`config.mk`:
```
export PLATFORM = sky130hd
export DESIGN_NAME = sync_frame_receiver_crc32_unit_flat
export DESIGN_NICKNAME = d
export VERILOG_FILES = /design/src/sfr_pkg.sv /design/src/sfr_if.sv /design/src/sync_frame_receiver_crc32_unit.sv /design/src/sfr_crc_byte.sv /design/src/sfr_frame_fsm.sv /design/src/flat_wrapper.sv
export SDC_FILE = /design/constraint.sdc
export NUM_CORES = 1
export LEC_CHECK = 0
export ABC_AREA = 0
export ABC_CLOCK_PERIOD_IN_PS = 9100
export BUFFER_PORTS_ARGS = -buffer_cell sky130_fd_sc_hd__buf_2
export CAP_MARGIN = 30
export CORE_UTILIZATION = 57
export CTS_CLUSTER_DIAMETER = 100
export DETAILED_ROUTE_END_ITERATION = 10
export PLACE_DENSITY = 0.83
export SYNTH_ARGS = -nofsm -noshare
export SYNTH_HDL_FRONTEND = slang
export SYNTH_SLANG_ARGS = --single-unit
```
`constraint.sdc`:
```
create_clock -name clk -period 9.1 [get_ports clk]
set_input_delay 0.455 -clock clk [delete_from_list [all_inputs] [get_ports clk]]
set_output_delay 0.455 -clock clk [all_outputs]
set_load 0.005 [all_outputs]
```
`src/sfr_pkg.sv`:
```
`default_nettype none
// ----------------------------------------------------------------------------
// sfr_pkg
// Types and constants shared by the sync-word frame receiver.
// ----------------------------------------------------------------------------
package sfr_pkg;

	localparam logic [7:0]  SYNC_A         = 8'hAA;
	localparam logic [7:0]  SYNC_B         = 8'h44;
	localparam logic [7:0]  SYNC_LONG      = 8'h12;
	localparam logic [7:0]  SYNC_SHORT     = 8'h13;
	localparam logic [7:0]  SHORT_HDR_LEN  = 8'd12;
	localparam logic [7:0]  MIN_LONG_HDR   = 8'd10;
	localparam int          TRAILER_LEN    = 4;
	localparam int          IDX_W          = 17;
	localparam logic [31:0] CRC_POLY_RESET = 32'hEDB88320;

	typedef enum logic [2:0] {
		PH_IDLE  = 3'd0,
		PH_SYNC1 = 3'd1,
		PH_SYNC2 = 3'd2,
		PH_LONG  = 3'd3,
		PH_SHORT = 3'd4
	} phase_t;

	typedef enum logic [1:0] {
		ST_GOOD      = 2'd0,
		ST_CRC_BAD   = 2'd1,
		ST_HDR_SHORT = 2'd2
	} status_t;

	typedef struct packed {
		logic [1:0]  frame_status;
		logic [15:0] message_id;
		logic        short_header;
		logic [15:0] message_length;
		logic [15:0] gps_week;
		logic [31:0] gps_time_ms;
	} result_t;

endpackage
`default_nettype wire

```
`src/sfr_if.sv`:
```
`default_nettype none
// ----------------------------------------------------------------------------
// sfr_if
// Valid/ready channels for received bytes and for frame results.
// ----------------------------------------------------------------------------
interface sfr_byte_if;
	logic       valid;
	logic       ready;
	logic [7:0] rx_byte;

	modport source (output valid, output rx_byte, input ready);
	modport sink (input valid, input rx_byte, output ready);
endinterface

interface sfr_result_if;
	logic        valid;
	logic        ready;
	logic [1:0]  frame_status;
	logic [15:0] message_id;
	logic        short_header;
	logic [15:0] message_length;
	logic [15:0] gps_week;
	logic [31:0] gps_time_ms;

	modport source (output valid, output frame_status, output message_id,
		output short_header, output message_length, output gps_week,
		output gps_time_ms, input ready);
	modport sink (input valid, input frame_status, input message_id,
		input short_header, input message_length, input gps_week,
		input gps_time_ms, output ready);
endinterface
`default_nettype wire

```
`src/sync_frame_receiver_crc32_unit.sv`:
```
`default_nettype none
// ----------------------------------------------------------------------------
// sync_frame_receiver_crc32_unit
// Hunts AA 44 12/13 sync words, follows each frame, checks its CRC-32 trailer.
// ----------------------------------------------------------------------------
// An accepted byte is registered, then processed by the frame FSM, whose 8-step
// CRC byte update is combinational; any result is registered in the output slot.
// Throughput: one byte per cycle, unless a result waits on a held output slot.
// Reset (arst_n low): hunt restarts from idle, all counters and captured fields
// clear, polynomial returns to 0xEDB88320.
module sync_frame_receiver_crc32_unit (
	input  wire logic         clk,
	input  wire logic         arst_n,
	input  wire logic         cfg_wen,
	input  wire logic [31:0]  cfg_wdata,
	sfr_byte_if.sink          rx,
	sfr_result_if.source      result
);

	logic              s1_valid_q;
	logic [7:0]        rx_byte_s1;
	logic [31:0]       poly_q;
	logic              out_valid_q;
	sfr_pkg::result_t  out_q;
	logic              emit;
	sfr_pkg::result_t  res;
	logic              go;

	always_ff @(posedge clk or negedge arst_n) begin
		if (!arst_n) begin
			poly_q <= sfr_pkg::CRC_POLY_RESET;
		end else if (cfg_wen) begin
			poly_q <= cfg_wdata;
		end
	end

	// input byte proceeds unless it makes a result and the output slot is held
	assign go       = s1_valid_q && (!emit || !out_valid_q || result.ready);
	assign rx.ready = !s1_valid_q || go;

	always_ff @(posedge clk or negedge arst_n) begin
		if (!arst_n) begin
			s1_valid_q <= 1'b0;
		end else if (rx.ready) begin
			s1_valid_q <= rx.valid;
		end
	end

	always_ff @(posedge clk) begin
		if (rx.ready && rx.valid) begin
			rx_byte_s1 <= rx.rx_byte;
		end
	end

	sfr_frame_fsm u_fsm (
		.clk    (clk),
		.arst_n (arst_n),
		.step   (go),
		.b      (rx_byte_s1),
		.poly   (poly_q),
		.emit   (emit),
		.res    (res)
	);

	always_ff @(posedge clk or negedge arst_n) begin
		if (!arst_n) begin
			out_valid_q <= 1'b0;
		end else if (go && emit) begin
			out_valid_q <= 1'b1;
		end else if (result.ready) begin
			out_valid_q <= 1'b0;
		end
	end

	always_ff @(posedge clk) begin
		if (go && emit) begin
			out_q <= res;
		end
	end

	assign result.valid          = out_valid_q;
	assign result.frame_status   = out_q.frame_status;
	assign result.message_id     = out_q.message_id;
	assign result.short_header   = out_q.short_header;
	assign result.message_length = out_q.message_length;
	assign result.gps_week       = out_q.gps_week;
	assign result.gps_time_ms    = out_q.gps_time_ms;

endmodule
`default_nettype wire

```
`src/sfr_crc_byte.sv`:
```
`default_nettype none
// ----------------------------------------------------------------------------
// sfr_crc_byte
// One-byte update of a reflected CRC-32 with a programmable polynomial.
// ----------------------------------------------------------------------------
module sfr_crc_byte (
	input  wire logic [31:0] crc_in,
	input  wire logic [7:0]  data,
	input  wire logic [31:0] poly,
	output logic [31:0]      crc_out
);

	always_comb begin
		logic [31:0] t;
		t = {24'd0, crc_in[7:0] ^ data};
		for (int k = 0; k < 8; k++) begin
			if (t[0]) begin
				t = (t >> 1) ^ poly;
			end else begin
				t = t >> 1;
			end
		end
		crc_out = {8'd0, crc_in[31:8]} ^ t;
	end

endmodule
`default_nettype wire

```
`src/sfr_frame_fsm.sv`:
```
`default_nettype none
// ----------------------------------------------------------------------------
// sfr_frame_fsm
// Sync hunt, frame byte tracking, field capture, CRC and trailer check.
// ----------------------------------------------------------------------------
module sfr_frame_fsm (
	input  wire logic            clk,
	input  wire logic            arst_n,
	input  wire logic            step,
	input  wire logic [7:0]      b,
	input  wire logic [31:0]     poly,
	output logic                 emit,
	output sfr_pkg::result_t     res
);

	localparam int IW = sfr_pkg::IDX_W;

	sfr_pkg::phase_t ph_q, ph_d;
	logic [IW-1:0]   idx_q, idx_d;
	logic [IW-1:0]   frame_q, frame_d;
	logic [7:0]      hdr_q, hdr_d;
	logic [31:0]     crc_q, crc_d;
	logic [31:0]     trl_q, trl_d;
	logic [15:0]     id_q, id_d;
	logic [15:0]     len_q, len_d;
	logic [15:0]     week_q, week_d;
	logic [31:0]     time_q, time_d;

	logic [31:0]     crc_upd;
	logic [31:0]     crc_first;

	sfr_crc_byte u_crc_run (
		.crc_in  (crc_q),
		.data    (b),
		.poly    (poly),
		.crc_out (crc_upd)
	);

	// CRC of a lone first sync byte, seeded from zero
	sfr_crc_byte u_crc_first (
		.crc_in  (32'd0),
		.data    (b),
		.poly    (poly),
		.crc_out (crc_first)
	);

	always_ff @(posedge clk or negedge arst_n) begin
		if (!arst_n) begin
			ph_q    <= sfr_pkg::PH_IDLE;
			idx_q   <= '0;
			frame_q <= '0;
			hdr_q   <= '0;
			crc_q   <= '0;
			trl_q   <= '0;
			id_q    <= '0;
			len_q   <= '0;
			week_q  <= '0;
			time_q  <= '0;
		end else if (step) begin
			ph_q    <= ph_d;
			idx_q   <= idx_d;
			frame_q <= frame_d;
			hdr_q   <= hdr_d;
			crc_q   <= crc_d;
			trl_q   <= trl_d;
			id_q    <= id_d;
			len_q   <= len_d;
			week_q  <= week_d;
			time_q  <= time_d;
		end
	end

	always_comb begin
		logic          hunt;
		logic          restart;
		logic          in_body;
		logic [IW-1:0] body_end;
		logic [IW-1:0] idx_nx;
		logic [1:0]    pos;

		ph_d    = ph_q;
		idx_d   = idx_q;
		frame_d = frame_q;
		hdr_d   = hdr_q;
		crc_d   = crc_q;
		trl_d   = trl_q;
		id_d    = id_q;
		len_d   = len_q;
		week_d  = week_q;
		time_d  = time_q;
		emit    = 1'b0;
		res     = '0;
		hunt    = 1'b0;
		restart = 1'b0;

		body_end = frame_q - IW'(sfr_pkg::TRAILER_LEN);
		in_body  = (frame_q == '0) || (idx_q < body_end);
		idx_nx   = idx_q + IW'(1);
		pos      = 2'(idx_q - body_end);

		case (ph_q)
			sfr_pkg::PH_SYNC1: begin
				if (b == sfr_pkg::SYNC_B) begin
					ph_d  = sfr_pkg::PH_SYNC2;
					crc_d = crc_upd;
				end else begin
					hunt = 1'b1;
				end
			end
			sfr_pkg::PH_SYNC2: begin
				if (b == sfr_pkg::SYNC_LONG || b == sfr_pkg::SYNC_SHORT) begin
					ph_d  = (b == sfr_pkg::SYNC_SHORT) ? sfr_pkg::PH_SHORT
						: sfr_pkg::PH_LONG;
					crc_d = crc_upd;
					idx_d = IW'(3);
				end else begin
					hunt = 1'b1;
				end
			end
			sfr_pkg::PH_LONG, sfr_pkg::PH_SHORT: begin
				if (idx_q == IW'(3) && ph_q == sfr_pkg::PH_LONG && b < sfr_pkg::MIN_LONG_HDR) begin
					// long header too short: flag at once, no CRC update
					emit             = 1'b1;
					res.frame_status = sfr_pkg::ST_HDR_SHORT;
					restart          = 1'b1;
				end else begin
					if (idx_q == IW'(3)) begin
						if (ph_q == sfr_pkg::PH_SHORT) begin
							hdr_d       = sfr_pkg::SHORT_HDR_LEN;
							len_d[7:0]  = b;
							frame_d     = IW'(sfr_pkg::SHORT_HDR_LEN) + IW'(b)
								+ IW'(sfr_pkg::TRAILER_LEN);
						end else begin
							hdr_d = b;
						end
					end else if (in_body) begin
						case (idx_q)
							IW'(4):  id_d[7:0]    = b;
							IW'(5):  id_d[15:8]   = b;
							IW'(8):  if (ph_q == sfr_pkg::PH_LONG) len_d[7:0] = b;
							IW'(9): begin
								if (ph_q == sfr_pkg::PH_LONG) begin
									len_d[15:8] = b;
									frame_d = IW'(hdr_q) + IW'({b, len_q[7:0]})
										+ IW'(sfr_pkg::TRAILER_LEN);
								end
							end
							IW'(14): week_d[7:0]   = b;
							IW'(15): week_d[15:8]  = b;
							IW'(16): time_d[7:0]   = b;
							IW'(17): time_d[15:8]  = b;
							IW'(18): time_d[23:16] = b;
							IW'(19): time_d[31:24] = b;
							default: ;
						endcase
					end

					if (in_body) begin
						crc_d = crc_upd;
					end else begin
						trl_d = trl_q | ({24'd0, b} << {pos, 3'd0});
					end

					idx_d = idx_nx;
					if (frame_d != '0 && idx_nx == frame_d) begin
						emit                 = 1'b1;
						res.frame_status     = (crc_d == trl_d) ? sfr_pkg::ST_GOOD
							: sfr_pkg::ST_CRC_BAD;
						res.message_id       = id_d;
						res.short_header     = (ph_q == sfr_pkg::PH_SHORT);
						res.message_length   = len_d;
						res.gps_week         = week_d;
						res.gps_time_ms      = time_d;
						restart              = 1'b1;
					end
				end
			end
			default: begin
				hunt = 1'b1;
			end
		endcase

		if (hunt || restart) begin
			ph_d    = sfr_pkg::PH_IDLE;
			idx_d   = '0;
			frame_d = '0;
			hdr_d   = '0;
			crc_d   = '0;
			trl_d   = '0;
			id_d    = '0;
			len_d   = '0;
			week_d  = '0;
			time_d  = '0;
		end
		// a mismatched byte that is itself AA starts a new hunt
		if (hunt && b == sfr_pkg::SYNC_A) begin
			ph_d  = sfr_pkg::PH_SYNC1;
			crc_d = crc_first;
		end
	end

endmodule
`default_nettype wire

```
`src/flat_wrapper.sv`:
```
// flat-port wrapper written by rule: the top's interface ports become plain ports
module sync_frame_receiver_crc32_unit_flat 
  (clk, arst_n, cfg_wen, cfg_wdata, rx_valid, rx_rx_byte, rx_ready, result_valid, result_frame_status, result_message_id, result_short_header, result_message_length, result_gps_week, result_gps_time_ms, result_ready);
  sfr_byte_if rx_i ();
  sfr_result_if result_i ();
  input  wire logic clk;
  input  wire logic arst_n;
  input  wire logic cfg_wen;
  input  wire logic [31:0] cfg_wdata;
  input wire logic [$bits(rx_i.valid)-1:0] rx_valid;
  input wire logic [$bits(rx_i.rx_byte)-1:0] rx_rx_byte;
  output wire logic [$bits(rx_i.ready)-1:0] rx_ready;
  output wire logic [$bits(result_i.valid)-1:0] result_valid;
  output wire logic [$bits(result_i.frame_status)-1:0] result_frame_status;
  output wire logic [$bits(result_i.message_id)-1:0] result_message_id;
  output wire logic [$bits(result_i.short_header)-1:0] result_short_header;
  output wire logic [$bits(result_i.message_length)-1:0] result_message_length;
  output wire logic [$bits(result_i.gps_week)-1:0] result_gps_week;
  output wire logic [$bits(result_i.gps_time_ms)-1:0] result_gps_time_ms;
  input wire logic [$bits(result_i.ready)-1:0] result_ready;
  assign rx_i.valid = rx_valid;
  assign rx_i.rx_byte = rx_rx_byte;
  assign rx_ready = rx_i.ready;
  assign result_valid = result_i.valid;
  assign result_frame_status = result_i.frame_status;
  assign result_message_id = result_i.message_id;
  assign result_short_header = result_i.short_header;
  assign result_message_length = result_i.message_length;
  assign result_gps_week = result_i.gps_week;
  assign result_gps_time_ms = result_i.gps_time_ms;
  assign result_i.ready = result_ready;
  sync_frame_receiver_crc32_unit u_core (.clk(clk), .arst_n(arst_n), .cfg_wen(cfg_wen), .cfg_wdata(cfg_wdata), .rx(rx_i), .result(result_i));
endmodule
```
==> impl_summary.md <==
Pwr
The peak supply drop is 0.320 mV. Power spread over the standard cell area amounts to 359 mW/mm². Combinational cells account for 66.3% of the total power. Of the total power, the clock network draws 16.6%.

Net switching is 46.1% of the power. The static leakage power is 10.5 nW. In this run the power spent charging and discharging nets is 0.00447 W. The internal power component is 0.00522 W. The sequential fraction of design power is 17.2%.

Layout
Summing all non-filler instances in the final layout gives an area of 0.0270 mm². In the final layout, the share of cells above drive strength 1 is 12.4%. The layout overhead on the synthesized area is 9.79%. The commonest non-fill, non-tap cell in the layout is nand2_1. The final net count is 2,986. The number of antenna diodes in the final layout is 0. In the layout the commonest cells are nand2_1, xnor2_1, dfrtp_1.

Clocking
The clock reaches the later pin of the worst-skew pair after 0.57 ns. Clock-pin slew was measured on the worst setup and hold paths at 0.06 ns. In this run the post-CTS setup repair buffer count came out at 0. In this run the deepest clock path goes through 3 buffers. The clock tree synthesis step divided the H-tree into 2 levels. TritonCTS built the clock tree. Clock tree synthesis found a total of 314 sinks. The cell at the root of the clock tree is clkbuf_16. TritonCTS created 38 clock buffers.

Timing
The number of hold-slack violations in the final timing report is 0. The number of setup violations in the final report is 0. The worst clock skew on the final layout is 0.0164 ns. The clock period could shrink to 7.55 ns. Setup repair after global routing left no endpoint under its margin. The total count of max-transition violations in the final report is 0.

In this run the tightest slew margin relative to its limit is 28.1%. The share of the clock period used by the worst path after layout is 83.0%. Derived from the worst setup path, the maximum achievable clock frequency is 132 MHz. The setup TNS after final layout is 0 ns. At the pin with the least slew margin, the transition time is 1.07 ns.

Setup path
STA classifies the critical path startpoint as a flip-flop. The endpoint class of the critical path is an output pin. The cell count of the worst reg-to-reg path is 22. In this run the worst setup path terminates at rx_ready.

The endpoint identified for the worst register-to-register timing path is u_core.u_fsm.len_q[8]. The arrival time reported for the critical path endpoint is 7.10 ns. Tracing the worst setup path back leads to its startpoint at u_core.u_fsm.frame_q[5].

The worst register-to-register path has a setup slack of 1.67 ns. STA puts the critical path data required time at 8.65 ns. In this run the worst path has a maximum fanout of 18. The start of the worst register-to-register path is u_core.u_fsm.frame_q[5].

The setup path with the least slack is of type reg2out.

Global routing
Global routing used 36.9% of the available tracks across all layers. The first global-routing pass estimated 126,000 µm of wire. Entering global routing, the biggest net connects 84 pins.

The number of antenna violations at the first check in global routing is 0. The global-route congestion overflow total is 0. The via count of the first global-routing pass came to 21,604.

Floorplan
Measured along the y axis, the die boundary spans 210 µm. After floorplanning, the core was divided into 75 placement rows. 130 I/O pins were placed. The placeable core area is 0.0422 mm². The floorplan step defined a die boundary enclosing 0.0440 mm². The die is 210 µm wide. The initial utilization of the core area, before any placement, comes to 58.2%.

Yosys
By area, the combinational part of the netlist is dominated by XOR/XNOR gates. Counting every net in the synthesized netlist gives 2,989. The share of synthesized area spent on multiplexers is 3.97%.

In this run the cell area of the synthesized design comes to 0.0246 mm². After Yosys synthesis, and, or, nand and nor cells account for 19.0% of the synthesized area. Yosys attributes the largest share of cell area to dfrtp_1, xnor2_1, edfxtp_1, nand2_1, o2bb2ai_1. The synthesized design contains 91 enable-type register cells. Summing the areas of all compound-gate instances in the mapped netlist gives 16.6% of the synthesized area. Summed over all instances, the cell type with the most area after synthesis is dfrtp_1. The primary flip-flop cell chosen by synthesis mapping is dfrtp_1. The fraction of synthesized cell area taken by the top area cell type is 21.3%. The synthesized-area fraction occupied by adder cells is 2.32%. The post-synthesis xor/xnor area fraction is 19.5%. The number of different library cells used by synthesis comes to 96.

In the synthesized netlist the async set-or-reset flop fraction comes to 71.0%. Yosys printed 0 warnings. The synthesized area divided by synthesized cell count is 8.48 µm².

For this run, the register share of the synthesized area comes to 33.9%. Counting every instance in the synthesized netlist gives 2,899. Synthesis inferred 314 register bits.

Placement
Once detailed placement completed, the half-perimeter wirelength came to 55,900 µm. Once placement finished, the instance area stood at 0.0256 mm². At the end of routability-driven placement, the weighted congestion stood at 1.00.

Input and output buffers added on the ports amount to 129.

Detailed routing
The detailed router's first-iteration violation count is 2,746. The total length of routed wires is 82,100 µm. The detail-routed via count per cell is 6.52. Dividing the detail-routed wire length by the instance count gives 23.7 µm.

The number of detailed-route iterations in the first pass is 8. The via count is 22,581. The final routed DRC violation total is 0. The number of routed nets with antenna violations is 0.

Hold path
The classification of the worst-slack hold path is in2reg.

Job
The tool flagged a number of max-cap violations equal to 0.

Outcome
The run finished with clean final reports.
## routing by layer
metal	routed length (µm)	GRT usage (%)	up-vias
met3	8100	5.48	299
met2	38100	59.9	1408
li1	-	-	10006
met1	31700	48.3	10868
met4	4280	17.9	0
met5	0	0	-
## layout make-up
type,count,area [µm²]
Fill cell,3490,15200
Inverter,61,229
Multi-Input combinational cell,2292,15200
Sequential cell,314,8330
Tap cell,539,674
Timing Repair Buffer,189,1200
Clock inverter,26,325
Clock buffer,43,990
## worst min path at each step
stage	startpoint	to	slack [ns]	cells after the start
after floorplan	arst_n	u_core.poly_q[0]	0.16	0
after global placement	arst_n	u_core.u_fsm.idx_q[8]	0.46	1
after global routing	rx_rx_byte[7]	u_core.rx_byte_s1[7]	0.05	1
final	rx_rx_byte[7]	u_core.rx_byte_s1[7]	0.07	1
after CTS	rx_rx_byte[7]	u_core.rx_byte_s1[7]	0.04	1
after detailed placement	arst_n	u_core.u_fsm.idx_q[9]	0.47	1
## cell families (layout without fill, tap and decap cells)
logic type / count (synthesis) / after routing
xor gates and xnor gates: 523 / 523
AOI/OAI and AO/OA: 576 / 576
and+or+nand+nor: 1055 / 1055
muxes: 93 / 93
buffers and inverters: 293 / 319
adders and majority gates: 45 / 45
DFF: 314 / 314
## through the flow
stage	hold slack (ns)	setup WS, ns	total power [W]	cells	utilization, %
floorplan	0.159	0.222	0.00651	2899	-
global placement	0.463	1.83	0.00777	3383	60.4
detailed placement	0.470	1.82	0.00794	3389	60.6
CTS	0.0366	1.62	0.00958	3459	63.8
global route	0.0465	1.11	0.0102	3464	63.9
finish	0.0691	1.55	0.00969	3464	63.9
## what timing repair did
item | in CTS | in global routing
resized for setup | 0 | 0
endpoints found under the hold margin | 76 | 0
hold buffers | 1 | 0
## Yosys cell counts, types with 14 or more instances
cell         n
nand3_1     42
nand2b_1    16
buf_1       23
ha_1        44
edfxtp_1    91
o211ai_1    15
mux2i_1     56
o21ai_0     60
o22ai_1     17
o31ai_1     25
nand4_1     27
a22o_1      14
xor2_1      72
nand2_1    632
dfstp_2     14
or3_1       16
a31oi_1     32
o21ai_1     19
and3_1      16
xnor2_1    433
clkbuf_1   193
inv_1       61
dfrtp_1    209
nor3_1      54
o2bb2ai_1  105
and2_1      14
mux2_2      37
nand3b_1    15
a21oi_1    142
nor2_1     142
a22oi_1     14
## state kept, by name (all words and copies together) (netlist names)
register,flops
u_core.u_fsm.len_q,16
u_core.u_fsm.week_q,16
u_core.u_fsm.time_q,32
u_core.u_fsm.hdr_q,8
u_core.result.valid,1
u_core.u_fsm.idx_q,17
u_core.u_fsm.crc_q,32
u_core.result.frame_status,2
u_core.poly_q,32
u_core.result.gps_week,16
u_core.u_fsm.id_q,16
u_core.result.short_header,1
u_core.result.gps_time_ms,32
u_core.u_fsm.frame_q,17
u_core.result.message_length,16
u_core.rx_byte_s1,8
u_core.s1_valid_q,1
u_core.u_fsm.trl_q,32
u_core.result.message_id,16
u_core.u_fsm.ph_q,3
## power by group through the flow
stage | clock, W | sequential, W | combinational (W)
2_1_floorplan | 0 | 0.00157 | 0.00494
3_3_place_gp | 0 | 0.00168 | 0.00610
3_5_place_dp | 0 | 0.00168 | 0.00626
4_1_cts | 0.00162 | 0.00165 | 0.00630
5_1_grt | 0.00167 | 0.00166 | 0.00683
6_report | 0.00160 | 0.00167 | 0.00642
## critical path, stage by stage, from the launching register on
cell and delay [ns]:
dfrtp_1 0.46, nor4_1 0.64, nand2_1 0.18, nor3_1 0.22, xnor2_1 0.16, ha_1 0.27, a21o_1 0.17, a21o_1 0.18
a21oi_1 0.12, o21ai_0 0.13, a221o_1 0.52, a21oi_2 0.43, buf_4 0.36, mux2_2 0.43, a2111oi_0 0.37, nand4b_1 0.18
nor4_1 0.36, o2111ai_1 0.17, buf_4 0.24, a21oi_1 0.46, nand2_1 0.29, buf_2 0.20
No activity file was read; power rests on OpenSTA's default activity.
